`config.mk`:
```
export PLATFORM = sky130hd
export DESIGN_NAME = escaped_frame_receiver
export DESIGN_NICKNAME = d
export VERILOG_FILES = /design/src/rtl/core/efr_pkg.sv /design/src/rtl/core/escaped_frame_receiver.sv /design/src/rtl/core/efr_cfg_regs.sv /design/src/rtl/core/efr_core.sv
export SDC_FILE = /design/constraint.sdc
export NUM_CORES = 1
export LEC_CHECK = 0
export BUFFER_PORTS_ARGS = -buffer_cell sky130_fd_sc_hd__buf_2
export CAP_MARGIN = 20
export CORE_MARGIN = 4
export CORE_UTILIZATION = 60
export CTS_CLUSTER_DIAMETER = 150
export CTS_CLUSTER_SIZE = 12
export DETAILED_ROUTE_END_ITERATION = 16
export PLACE_DENSITY = 0.89
export SLEW_MARGIN = 20
export SYNTH_ARGS = -nofsm -noshare
export SYNTH_HDL_FRONTEND = slang
export SYNTH_SLANG_ARGS = --single-unit
```
`constraint.sdc`:
```
create_clock -name clk_i -period 11.6 [get_ports clk_i]
set_clock_uncertainty 0.2 [all_clocks]
set_input_delay 1.16 -clock clk_i [delete_from_list [all_inputs] [get_ports clk_i]]
set_output_delay 1.16 -clock clk_i [all_outputs]
set_load 0.02 [all_outputs]
```
`src/rtl/core/efr_pkg.sv`:
```
`default_nettype none

package efr_pkg;

  // Byte-stuffed, length-framed receive path: shared types and constants.

  localparam int unsigned AddrW = 3;
  localparam int unsigned DataW = 32;

  // Payload buffer size; a byte that arrives at or past it aborts the frame.
  localparam logic [7:0] BufSize = 8'd128;

  // Offset of the length byte and the fixed overhead added to it.
  localparam logic [7:0] LenOffset   = 8'd3;
  localparam logic [8:0] LenOverhead = 9'd6;

  // Minimum raw byte count for a timing estimate.
  localparam logic [7:0] MinTimedCount = 8'd8;

  // Register indexes, taken from paddr[2].
  localparam logic RegStartCode  = 1'b0;
  localparam logic RegEscapeCode = 1'b1;

  localparam logic [7:0] StartCodeReset  = 8'd2;
  localparam logic [7:0] EscapeCodeReset = 8'd27;

  typedef enum logic [1:0] {
    FuncByte    = 2'd0,
    FuncPrepare = 2'd1,
    FuncRelease = 2'd2,
    FuncTimeout = 2'd3
  } func_e;

  typedef enum logic [1:0] {
    ModeIdle  = 2'd0,
    ModeReady = 2'd1,
    ModeBusy  = 2'd2,
    ModeDone  = 2'd3
  } mode_e;

  typedef struct packed {
    logic [1:0] func;
    logic [7:0] rx_byte;
  } in_item_t;

  typedef struct packed {
    logic        data_valid;
    logic [7:0]  data_byte;
    logic [7:0]  data_index;
    logic        frame_done;
    logic        frame_abort;
    logic [7:0]  frame_length;
    logic        timing_valid;
    logic [15:0] elapsed_estimate;
    logic [1:0]  receive_state;
    logic        ready_line_high;
  } out_item_t;

  typedef struct packed {
    logic [7:0] start_code;
    logic [7:0] escape_code;
  } cfg_t;

endpackage

`default_nettype wire

```
`src/rtl/core/escaped_frame_receiver.sv`:
```
// A result passes through the input register and then the result register.
// Throughput: one item per cycle, sustained, as long as the result side takes one per cycle.
// Reset (rst_ni low, asynchronous): receiver idle, counters and previous byte cleared,
// ready line released (high), start code 2, escape code 27, both channels empty.
`default_nettype none

module escaped_frame_receiver (
  input  wire logic                        clk_i,
  input  wire logic                        rst_ni,
  // Input channel
  input  wire logic                        in_valid_i,
  output      logic                        in_ready_o,
  input  wire efr_pkg::in_item_t           in_data_i,
  // Result channel
  output      logic                        out_valid_o,
  input  wire logic                        out_ready_i,
  output      efr_pkg::out_item_t          out_data_o,
  // Configuration port
  input  wire logic                        psel,
  input  wire logic                        penable,
  input  wire logic                        pwrite,
  input  wire logic [efr_pkg::AddrW-1:0]   paddr,
  input  wire logic [efr_pkg::DataW-1:0]   pwdata,
  output      logic [efr_pkg::DataW-1:0]   prdata,
  output      logic                        pready
);
  import efr_pkg::*;

  cfg_t      cfg;
  in_item_t  in_item_q;
  logic      in_valid_q;
  out_item_t out_item_q;
  logic      out_valid_q;
  out_item_t result;
  logic      in_xfer;
  logic      advance;

  // Start and escape codes are held in the register block. They are to be written
  // only while no transfer is in flight; the user must see to it, the block does not enforce it.
  efr_cfg_regs u_cfg_regs (
    .clk_i   (clk_i),
    .rst_ni  (rst_ni),
    .psel    (psel),
    .penable (penable),
    .pwrite  (pwrite),
    .paddr   (paddr),
    .pwdata  (pwdata),
    .prdata  (prdata),
    .pready  (pready),
    .cfg_o   (cfg)
  );

  // An item moves from the input register into the result register whenever
  // the result register is empty or is handing its content over this cycle.
  // The frame state advances at that same edge, so every item is processed
  // exactly once, in order.
  assign advance    = in_valid_q & (~out_valid_q | out_ready_i);
  assign in_ready_o = ~in_valid_q | advance;
  assign in_xfer    = in_valid_i & in_ready_o;

  always_ff @(posedge clk_i or negedge rst_ni) begin
    if (!rst_ni) begin
      in_valid_q <= 1'b0;
    end else if (in_xfer) begin
      in_valid_q <= 1'b1;
    end else if (advance) begin
      in_valid_q <= 1'b0;
    end
  end

  always_ff @(posedge clk_i) begin
    if (in_xfer) begin
      in_item_q <= in_data_i;
    end
  end

  // Decode, frame tracking and the elapsed-time estimate all sit in one
  // short combinational step between the two registers.
  efr_core u_core (
    .clk_i    (clk_i),
    .rst_ni   (rst_ni),
    .cfg_i    (cfg),
    .step_i   (advance),
    .item_i   (in_item_q),
    .result_o (result)
  );

  always_ff @(posedge clk_i or negedge rst_ni) begin
    if (!rst_ni) begin
      out_valid_q <= 1'b0;
    end else if (advance) begin
      out_valid_q <= 1'b1;
    end else if (out_ready_i) begin
      out_valid_q <= 1'b0;
    end
  end

  always_ff @(posedge clk_i) begin
    if (advance) begin
      out_item_q <= result;
    end
  end

  assign out_valid_o = out_valid_q;
  assign out_data_o  = out_item_q;

endmodule

`default_nettype wire

```
`src/rtl/core/efr_cfg_regs.sv`:
```
`default_nettype none

module efr_cfg_regs (
  input  wire logic                        clk_i,
  input  wire logic                        rst_ni,
  input  wire logic                        psel,
  input  wire logic                        penable,
  input  wire logic                        pwrite,
  input  wire logic [efr_pkg::AddrW-1:0]   paddr,
  input  wire logic [efr_pkg::DataW-1:0]   pwdata,
  output      logic [efr_pkg::DataW-1:0]   prdata,
  output      logic                        pready,
  output      efr_pkg::cfg_t               cfg_o
);
  import efr_pkg::*;

  logic [7:0] start_q;
  logic [7:0] escape_q;
  logic       wr_en;
  logic       reg_sel;

  assign reg_sel = paddr[2];
  assign wr_en   = psel & penable & pwrite;
  assign pready  = 1'b1;

  always_ff @(posedge clk_i or negedge rst_ni) begin
    if (!rst_ni) begin
      start_q  <= StartCodeReset;
      escape_q <= EscapeCodeReset;
    end else if (wr_en) begin
      unique case (reg_sel)
        RegStartCode:  start_q  <= pwdata[7:0];
        RegEscapeCode: escape_q <= pwdata[7:0];
        default:       start_q  <= start_q;
      endcase
    end
  end

  always_comb begin
    unique case (reg_sel)
      RegStartCode:  prdata = {{(DataW-8){1'b0}}, start_q};
      RegEscapeCode: prdata = {{(DataW-8){1'b0}}, escape_q};
      default:       prdata = '0;
    endcase
  end

  assign cfg_o.start_code  = start_q;
  assign cfg_o.escape_code = escape_q;

endmodule

`default_nettype wire

```
`src/rtl/core/efr_core.sv`:
```
`default_nettype none

module efr_core (
  input  wire logic               clk_i,
  input  wire logic               rst_ni,
  input  wire efr_pkg::cfg_t      cfg_i,
  input  wire logic               step_i,
  input  wire efr_pkg::in_item_t  item_i,
  output      efr_pkg::out_item_t result_o
);
  import efr_pkg::*;

  mode_e       mode_q, mode_d;
  logic [7:0]  wpos_q, wpos_d;
  logic [7:0]  raw_q, raw_d;
  logic [7:0]  prev_q, prev_d;
  logic [7:0]  len_q, len_d;
  logic        rline_q, rline_d;

  logic [7:0]  rx_b;
  logic [7:0]  byte_v;
  logic [7:0]  wpos_inc;
  logic [7:0]  raw_inc;
  logic [7:0]  len_eff;
  logic [15:0] est_full;

  logic        dv, done, abort_f, tv;
  logic [7:0]  dbyte, didx;
  logic [15:0] est;

  assign rx_b     = item_i.rx_byte;
  assign byte_v   = (prev_q != cfg_i.escape_code) ? rx_b : ~rx_b;
  assign wpos_inc = wpos_q + 8'd1;
  assign raw_inc  = raw_q + 8'd1;
  assign len_eff  = (wpos_q == LenOffset) ? byte_v : len_q;
  // count*260 + count/2 as shifts and adds, kept modulo 2^16.
  assign est_full = {raw_inc, 8'h00} + 16'({raw_inc, 2'b00}) + 16'(raw_inc[7:1]);

  always_comb begin
    mode_d  = mode_q;
    wpos_d  = wpos_q;
    raw_d   = raw_q;
    prev_d  = prev_q;
    len_d   = len_q;
    rline_d = rline_q;
    dv      = 1'b0;
    dbyte   = '0;
    didx    = '0;
    done    = 1'b0;
    abort_f = 1'b0;
    tv      = 1'b0;
    est     = '0;

    unique case (func_e'(item_i.func))
      FuncByte: begin
        prev_d = rx_b;
        if (rx_b == cfg_i.start_code) begin
          // A start code restarts any frame that is not finished.
          if (mode_q != ModeDone) begin
            wpos_d = '0;
            raw_d  = '0;
            mode_d = ModeBusy;
          end
        end else if (mode_q == ModeBusy) begin
          raw_d   = raw_inc;
          rline_d = 1'b1;
          if (wpos_q >= BufSize) begin
            mode_d  = ModeIdle;
            abort_f = 1'b1;
          end else if (rx_b != cfg_i.escape_code) begin
            dv     = 1'b1;
            dbyte  = byte_v;
            didx   = wpos_q;
            len_d  = len_eff;
            wpos_d = wpos_inc;
            if (wpos_inc > LenOffset &&
                {1'b0, wpos_inc} == ({1'b0, len_eff} + LenOverhead)) begin
              mode_d = ModeDone;
              done   = 1'b1;
              if (raw_inc >= MinTimedCount) begin
                tv  = 1'b1;
                est = est_full;
              end
            end
          end
        end
      end
      FuncPrepare: begin
        if (mode_q != ModeDone) begin
          mode_d  = ModeReady;
          rline_d = 1'b0;
        end
      end
      FuncRelease: begin
        if (mode_q == ModeDone) begin
          mode_d = ModeIdle;
        end
      end
      FuncTimeout: begin
        if (!rline_q) begin
          rline_d = 1'b1;
          mode_d  = ModeIdle;
        end
      end
      default: begin
        mode_d = mode_q;
      end
    endcase
  end

  always_ff @(posedge clk_i or negedge rst_ni) begin
    if (!rst_ni) begin
      mode_q  <= ModeIdle;
      wpos_q  <= '0;
      raw_q   <= '0;
      prev_q  <= '0;
      rline_q <= 1'b1;
    end else if (step_i) begin
      mode_q  <= mode_d;
      wpos_q  <= wpos_d;
      raw_q   <= raw_d;
      prev_q  <= prev_d;
      rline_q <= rline_d;
    end
  end

  // The length byte is only read once it has been written in this frame.
  always_ff @(posedge clk_i) begin
    if (step_i) begin
      len_q <= len_d;
    end
  end

  always_comb begin
    result_o.data_valid       = dv;
    result_o.data_byte        = dbyte;
    result_o.data_index       = didx;
    result_o.frame_done       = done;
    result_o.frame_abort      = abort_f;
    result_o.frame_length     = wpos_d;
    result_o.timing_valid     = tv;
    result_o.elapsed_estimate = est;
    result_o.receive_state    = mode_d;
    result_o.ready_line_high  = rline_d;
  end

endmodule

`default_nettype wire

```
Yosys cells after proc, flatten, opt, wreduce, memory -nomap -nowiden
Cells that the tools add are included.

Output and inout bits: 82. Bits in registers: 110.

Order comparisons: 3. Bitwise logic cells: 17. Eq/ne operators: 12. Add/sub/neg operators: 5. Muxes and demuxes: 34. Reductions and logical operators: 15.

Operator list (count): two-way mux 8 bit (11); one-hot mux 32 bit (2 select lines) (1); two-way mux 2 bit (9); adder 16 x 10 -> 16 bit (1); adder 16 x 7 -> 16 bit (1); adder 8 x 1 -> 8 bit (second input constant) (2); inequality test 8 bit (2); two-way mux 1 bit (11); NOT 1 bit (10); adder 8 x 3 -> 9 bit (second input constant) (1); == test 8 x 9 -> 1 bit (1); == test 2 bit (second input constant) (4); == test 8 x 2 -> 1 bit (second input constant) (1); == test 8 bit (1); >= comparator 8 x 4 -> 1 bit (second input constant) (1); >= comparator 8 bit (second input constant) (1); > comparator 8 x 2 -> 1 bit (second input constant) (1); NOT 8 bit (1); one-hot mux 2 bit (4 select lines) (1); OR reduction 7 bit (1); AND reduction 2 bit (3); AND reduction 6 bit (1); nonzero test 2 bit (3); OR reduction 6 bit (1); other kinds (11) (16).

Logic depth before layout (Yosys ltp)
Word-level depth: 12. Depth in mapped cells: 15. Depth with buffers taken out: 13.

Hierarchy
Synthesis repeated with hierarchy kept, for this count alone.

Cells, all modules: 608. Area, all modules: 6645.1 um2.

Modules (own cells, without submodules): efr_core (area each 3901.2 um2, instances 1, cells each 473); escaped_frame_receiver (area each 1815.5 um2, instances 1, cells each 65); efr_cfg_regs (area each 928.4 um2, instances 1, cells each 70).

Worst setup path after synthesis
OpenSTA, ideal clock, no wires.

Kind: input to register. Start: input out_ready_i. End: register u_core.wpos_q[2]. Arrival time: 3423 ps. Path slack: 7849 ps. Library setup time: 128 ps. Stages on the path: 5. Required time: 11272 ps. Cells stage by stage: nand2b_1 nand2_1 inv_1 clkbuf_1 mux2_2.

Word-level cells in the longest chain between the ends: 2.

Ends and longest elaborated chain: start: declaration (RTL line escaped_frame_receiver.sv:16) `input wire logic out_ready_i,`; bitwise OR 1 bit (RTL line escaped_frame_receiver.sv:57) `assign advance = in_valid_q & (~out_valid_q | out_ready_i);`; bitwise AND 1 bit (RTL line escaped_frame_receiver.sv:57); named net advance (RTL line escaped_frame_receiver.sv:36) `logic advance;`; end signal: assignment (RTL line efr_core.sv:120) `wpos_q <= wpos_d;`; end: declaration (RTL line efr_core.sv:14) `logic [7:0] wpos_q, wpos_d;`.

The timed path passes the listed nets, and every way through them passes these cells. A chain may end at the register's enable or synchronous reset.

Worst setup path in the final report
Start: register u_cfg_regs.escape_q[3]. End: register out_item_q, in the netlist out_data_o[18] (data pin).

Word-level cells in the longest chain between the ends: 8.

Ends and longest elaborated chain: start: declaration (RTL line efr_cfg_regs.sv:18) `logic [7:0] escape_q;`; start signal: assignment (RTL line efr_cfg_regs.sv:29) `escape_q <= EscapeCodeReset;`; start signal: assignment (RTL line efr_cfg_regs.sv:33) `RegEscapeCode: escape_q <= pwdata[7:0];`; inequality test 8 bit (RTL line efr_core.sv:32) `assign byte_v = (prev_q != cfg_i.escape_code) ? rx_b : ~rx_b;`; two-way mux 8 bit (RTL line efr_core.sv:32); two-way mux 8 bit (RTL line efr_core.sv:35) `assign len_eff = (wpos_q == LenOffset) ? byte_v : len_q;`; adder 8 x 3 -> 9 bit (RTL line efr_core.sv:77) `{1'b0, wpos_inc} == ({1'b0, len_eff} + LenOverhead)) begin`; == test 8 x 9 -> 1 bit (RTL line efr_core.sv:77); logical AND 1 bit (RTL line efr_core.sv:76) `if (wpos_inc > LenOffset &&`; NOT 1 bit (no line); OR reduction 7 bit (no line) (*); end signal: assignment (RTL line escaped_frame_receiver.sv:100) `out_item_q <= result;`; end: declaration (RTL line escaped_frame_receiver.sv:32) `out_item_t out_item_q;`.

Every way passes the cells marked *; elsewhere a longest branch is shown, timed or not.

==> results_dict.tcl <==
set metrics [dict create \
    netlist_area_sq_um 6356 \
    track_usage 0.2236 \
    cts.htree.levels 3 \
    r2r_cells 12 \
    start_util 0.6157 \
    timing.fmax_ghz 0.2006 \
    status "completed" \
    setup_violations 0 \
    seq_power_share 0.447 \
    fillers 745 \
    area_delta_synth_final_pct 9.232 \
    final.period_utilization 0.4297 \
    worstMarginPinSlew_ns 1.039 \
    core_sq_um 10320 \
    drc 0 \
    hold_buffers 0 \
    ys_ff_latch 110 \
    cts.sinks 110 \
    min_to "u_core.rline_q$_DFFE_PN1P_" \
    insertion_delay_ns 0.38 \
    maxSlewHeadroom 0.3076 \
    path_cells "xnor2_1 -> nand4_1 -> nor2_1 -> xnor2_1 -> a21o_1 -> ha_1 -> and3_1 -> and3_1 -> a211o_1 -> nor4_2 -> o2111ai_2 -> nor4_2" \
    io_pins 134 \
    hold-path-cell-count 2 \
    antenna_cells 0 \
    path_class "register to register" \
    synth-seq-area-share 0.4854 \
    multi_input_area_sq_um 2950 \
    area.sequential_sq_um 3085 \
    die_y_microns 110.9 \
    reg2reg_from "u_cfg_regs.escape_q[3]$_DFFE_PN1P_" \
    crit_path_max_incr_delay_ns 0.72 \
    max-cap-violations 0 \
    cts_setup_buffers 0 \
    fin_setup_tns_ns 0 \
    wirelength_mm 13.63 \
    ff2ff_setup_slack_ns 6.62 \
    crit_required_ns 11.58 \
    nets 710 \
    async_flop_share 0.4091 \
    cts_buffer_depth 2 \
    combPwrFrac 0.361 \
    cts-root-buf "clkbuf_8" \
    fin_crit_ns 4.984 \
    grt.overflow.total 0 \
    synth_compound_area_frac 0.1171 \
    hp-class "register to register" \
    rsz0062_at_grt "no" \
    ant_nets 0 \
    vias 4655 \
    cts_buffers 9 \
    clockPowerShare 0.192 \
    slew_viol_final 0 \
    post_cts_resized 0 \
    antenna_found_initial 0 \
    hpwlAfterDp_mm 9.916 \
    path_max_fanout 20 \
    grt_pass1_vias 4482 \
    syn_area_per_cell_sq_um 10.96 \
    synth_cells 580 \
    start_kind "register" \
    vias_per_cell 5.922 \
    grt_pass1_wl_mm 22.38 \
    r2r_end "out_data_o[18]$_SDFFCE_PP0P_" \
    portBuffers 82 \
    drive_above_1_share 0.2646 \
    p_leak_nw 2.804 \
    synth_simple_gate_area_frac 0.1583 \
    grt_max_degree 59 \
    synth_top_family_by_area "simple AND/OR/NAND/NOR gates" \
    internal_power_uw 778.6 \
    ys_warn_count 0 \
    die_w_microns 110.9 \
    cts.clk_slew.worst_paths_ns 0.10 \
    min_from "u_core.rline_q$_DFFE_PN1P_" \
    drt_pre_antenna_iters 5 \
    end_kind "register" \
    power.density_nw_per_um2 179.2 \
    power.total_mw 1.244 \
    ys.flop_type "edfxtp_1" \
    drt_iter0_markers 280 \
    cp.arrival_ns 4.97 \
    synth_cell_type_count 67 \
    synth-xor-area-share 0.07441 \
    dieArea_sq_um 12300 \
    switching_power_uw 465.2 \
    crit_slowest_cell "nor2_1" \
    synth_edf_count 65 \
    post_drt_wl_per_cell_microns 17.34 \
    hold_violations 0 \
    rows 37 \
    synth_mux_area_frac 0.07224 \
    synth_fa_ha_area_frac 0.02677 \
    cts_tree "done" \
    swShare 0.3740 \
    gp_congestion 0.9282 \
    vdd_drop_max_mv 0.08181 \
]
[power groups by stage]
stage                     clock (mW)  combinational (mW)  sequential [mW]
after floorplan                    0               0.359            0.545
after global routing           0.262               0.491            0.565
after global placement             0               0.427            0.556
final                          0.239               0.449            0.556
after detailed placement           0               0.440            0.562
after CTS                      0.244               0.444            0.554
[layer usage]
metal  vias to the layer above  share of wire  GRT usage
met2                       200           0.50     0.3706
met1                      2239           0.41     0.2895
li1                       2182              -          -
met3                        34          0.064    0.03985
met4                         0          0.028    0.09524
met5                         -              0          0
[synth_stat cells, types with 5 or more instances]
cell      instances  area [sq um]
xnor2_1          47         411.6
dfstp_2           6         157.7
inv_1            20         75.07
o21ai_0          28         140.1
mux2_2           39         439.2
a21oi_1          26         130.1
nand3_1          15         75.07
clkbuf_1         22         82.58
buf_4            25         187.7
dfrtp_1          39         975.9
nor3_1           18         90.09
ha_1             12         150.1
and3_1            8         50.05
nand4_1           9         56.30
nand2_1          35         131.4
or3_1             5         31.28
xor2_1            7         61.31
nor2_1           37         138.9
edfxtp_1         65          1952
and2_1            8         50.05
a21o_1            5         37.54
nor4_2            5         62.56
nand2b_1          6         37.54
buf_2             7         35.03
nor4_1            5         31.28
a22o_1           15         131.4
[worst max-delay path, delay by kind of cell, from the launching register on]
family,cells,cell delay [ns]
adders and majority gates,1,0.30
and+or+nand+nor,6,2.20
xor gates and xnor gates,2,0.36
AOI/OAI and AO/OA,3,1.13
DFF,1,0.60
[through the flow]
step	utilization	std cells	area, sq um	hold WS [ns]	setup slack (ns)
6_report	0.6725	786	6943	0.2962	6.616
5_1_grt	0.6725	786	6943	0.3408	6.336
4_1_cts	0.6723	786	6940	0.2955	6.590
3_5_place_dp	0.6522	770	6733	0.2797	6.635
3_3_place_gp	0.6522	770	6733	0.2734	6.750
2_1_floorplan	-	604	6446	0.2572	7.849
[cell usage in the layout (no fill, tap or decap), types with 6 or more instances in the layout]
master	count
clkbuf_8	11
and3_1	8
mux2_2	39
conb_1	26
nand2b_1	6
xor2_1	7
nor3_1	18
a21oi_1	26
nand3_1	15
nand4_1	9
dfstp_2	6
dfrtp_1	39
edfxtp_1	65
o21ai_0	28
buf_4	6
nand2_1	35
inv_1	19
xnor2_1	47
ha_1	12
buf_2	81
a22o_1	15
nor2_1	37
and2_1	8
[registers in the layout, indices dropped and copies added, names as in the netlist]
signal / count
in_item_q: 10
in_valid_q: 1
out_data_o: 47
out_valid_o: 1
u_cfg_regs.escape_q: 8
u_cfg_regs.start_q: 8
u_core.len_q: 8
u_core.mode_q: 2
u_core.prev_q: 8
u_core.raw_q: 8
u_core.rline_q: 1
u_core.wpos_q: 8
[layout make-up]
cell class                 count  share of cell area
inverter                      21             0.01135
tap                          136             0.02451
sequential                   110              0.4444
multi-input combinational    416              0.4249
clock inverter                 4            0.007569
clock buffer                  12             0.02235
timing repair buffer          87             0.06488
[cell families (layout without fill, tap and decap cells)]
logic type / count (synthesis) / after routing
buffers and inverters: 78 / 124
AOI/OAI and AO/OA: 105 / 105
DFF: 110 / 110
adders and majority gates: 13 / 13
other: 2 / 26
and+or+nand+nor: 177 / 177
muxes: 41 / 41
xor gates and xnor gates: 54 / 54
[worst max path at each step]
stage / slack [ns] / start / end
after floorplan: 7.85 / out_ready_i / u_core.wpos_q[2]$_DFFE_PN0P_
after global placement: 6.75 / u_cfg_regs.escape_q[3]$_DFFE_PN1P_ / out_data_o[9]$_SDFFCE_PP0P_
after detailed placement: 6.63 / u_cfg_regs.escape_q[3]$_DFFE_PN1P_ / out_data_o[18]$_SDFFCE_PP0P_
after CTS: 6.59 / u_cfg_regs.escape_q[3]$_DFFE_PN1P_ / out_data_o[18]$_SDFFCE_PP0P_
after global routing: 6.34 / u_cfg_regs.escape_q[3]$_DFFE_PN1P_ / out_data_o[7]$_SDFFCE_PP0P_
final: 6.62 / u_cfg_regs.escape_q[3]$_DFFE_PN1P_ / out_data_o[18]$_SDFFCE_PP0P_
(Power assumes the default switching activity.)
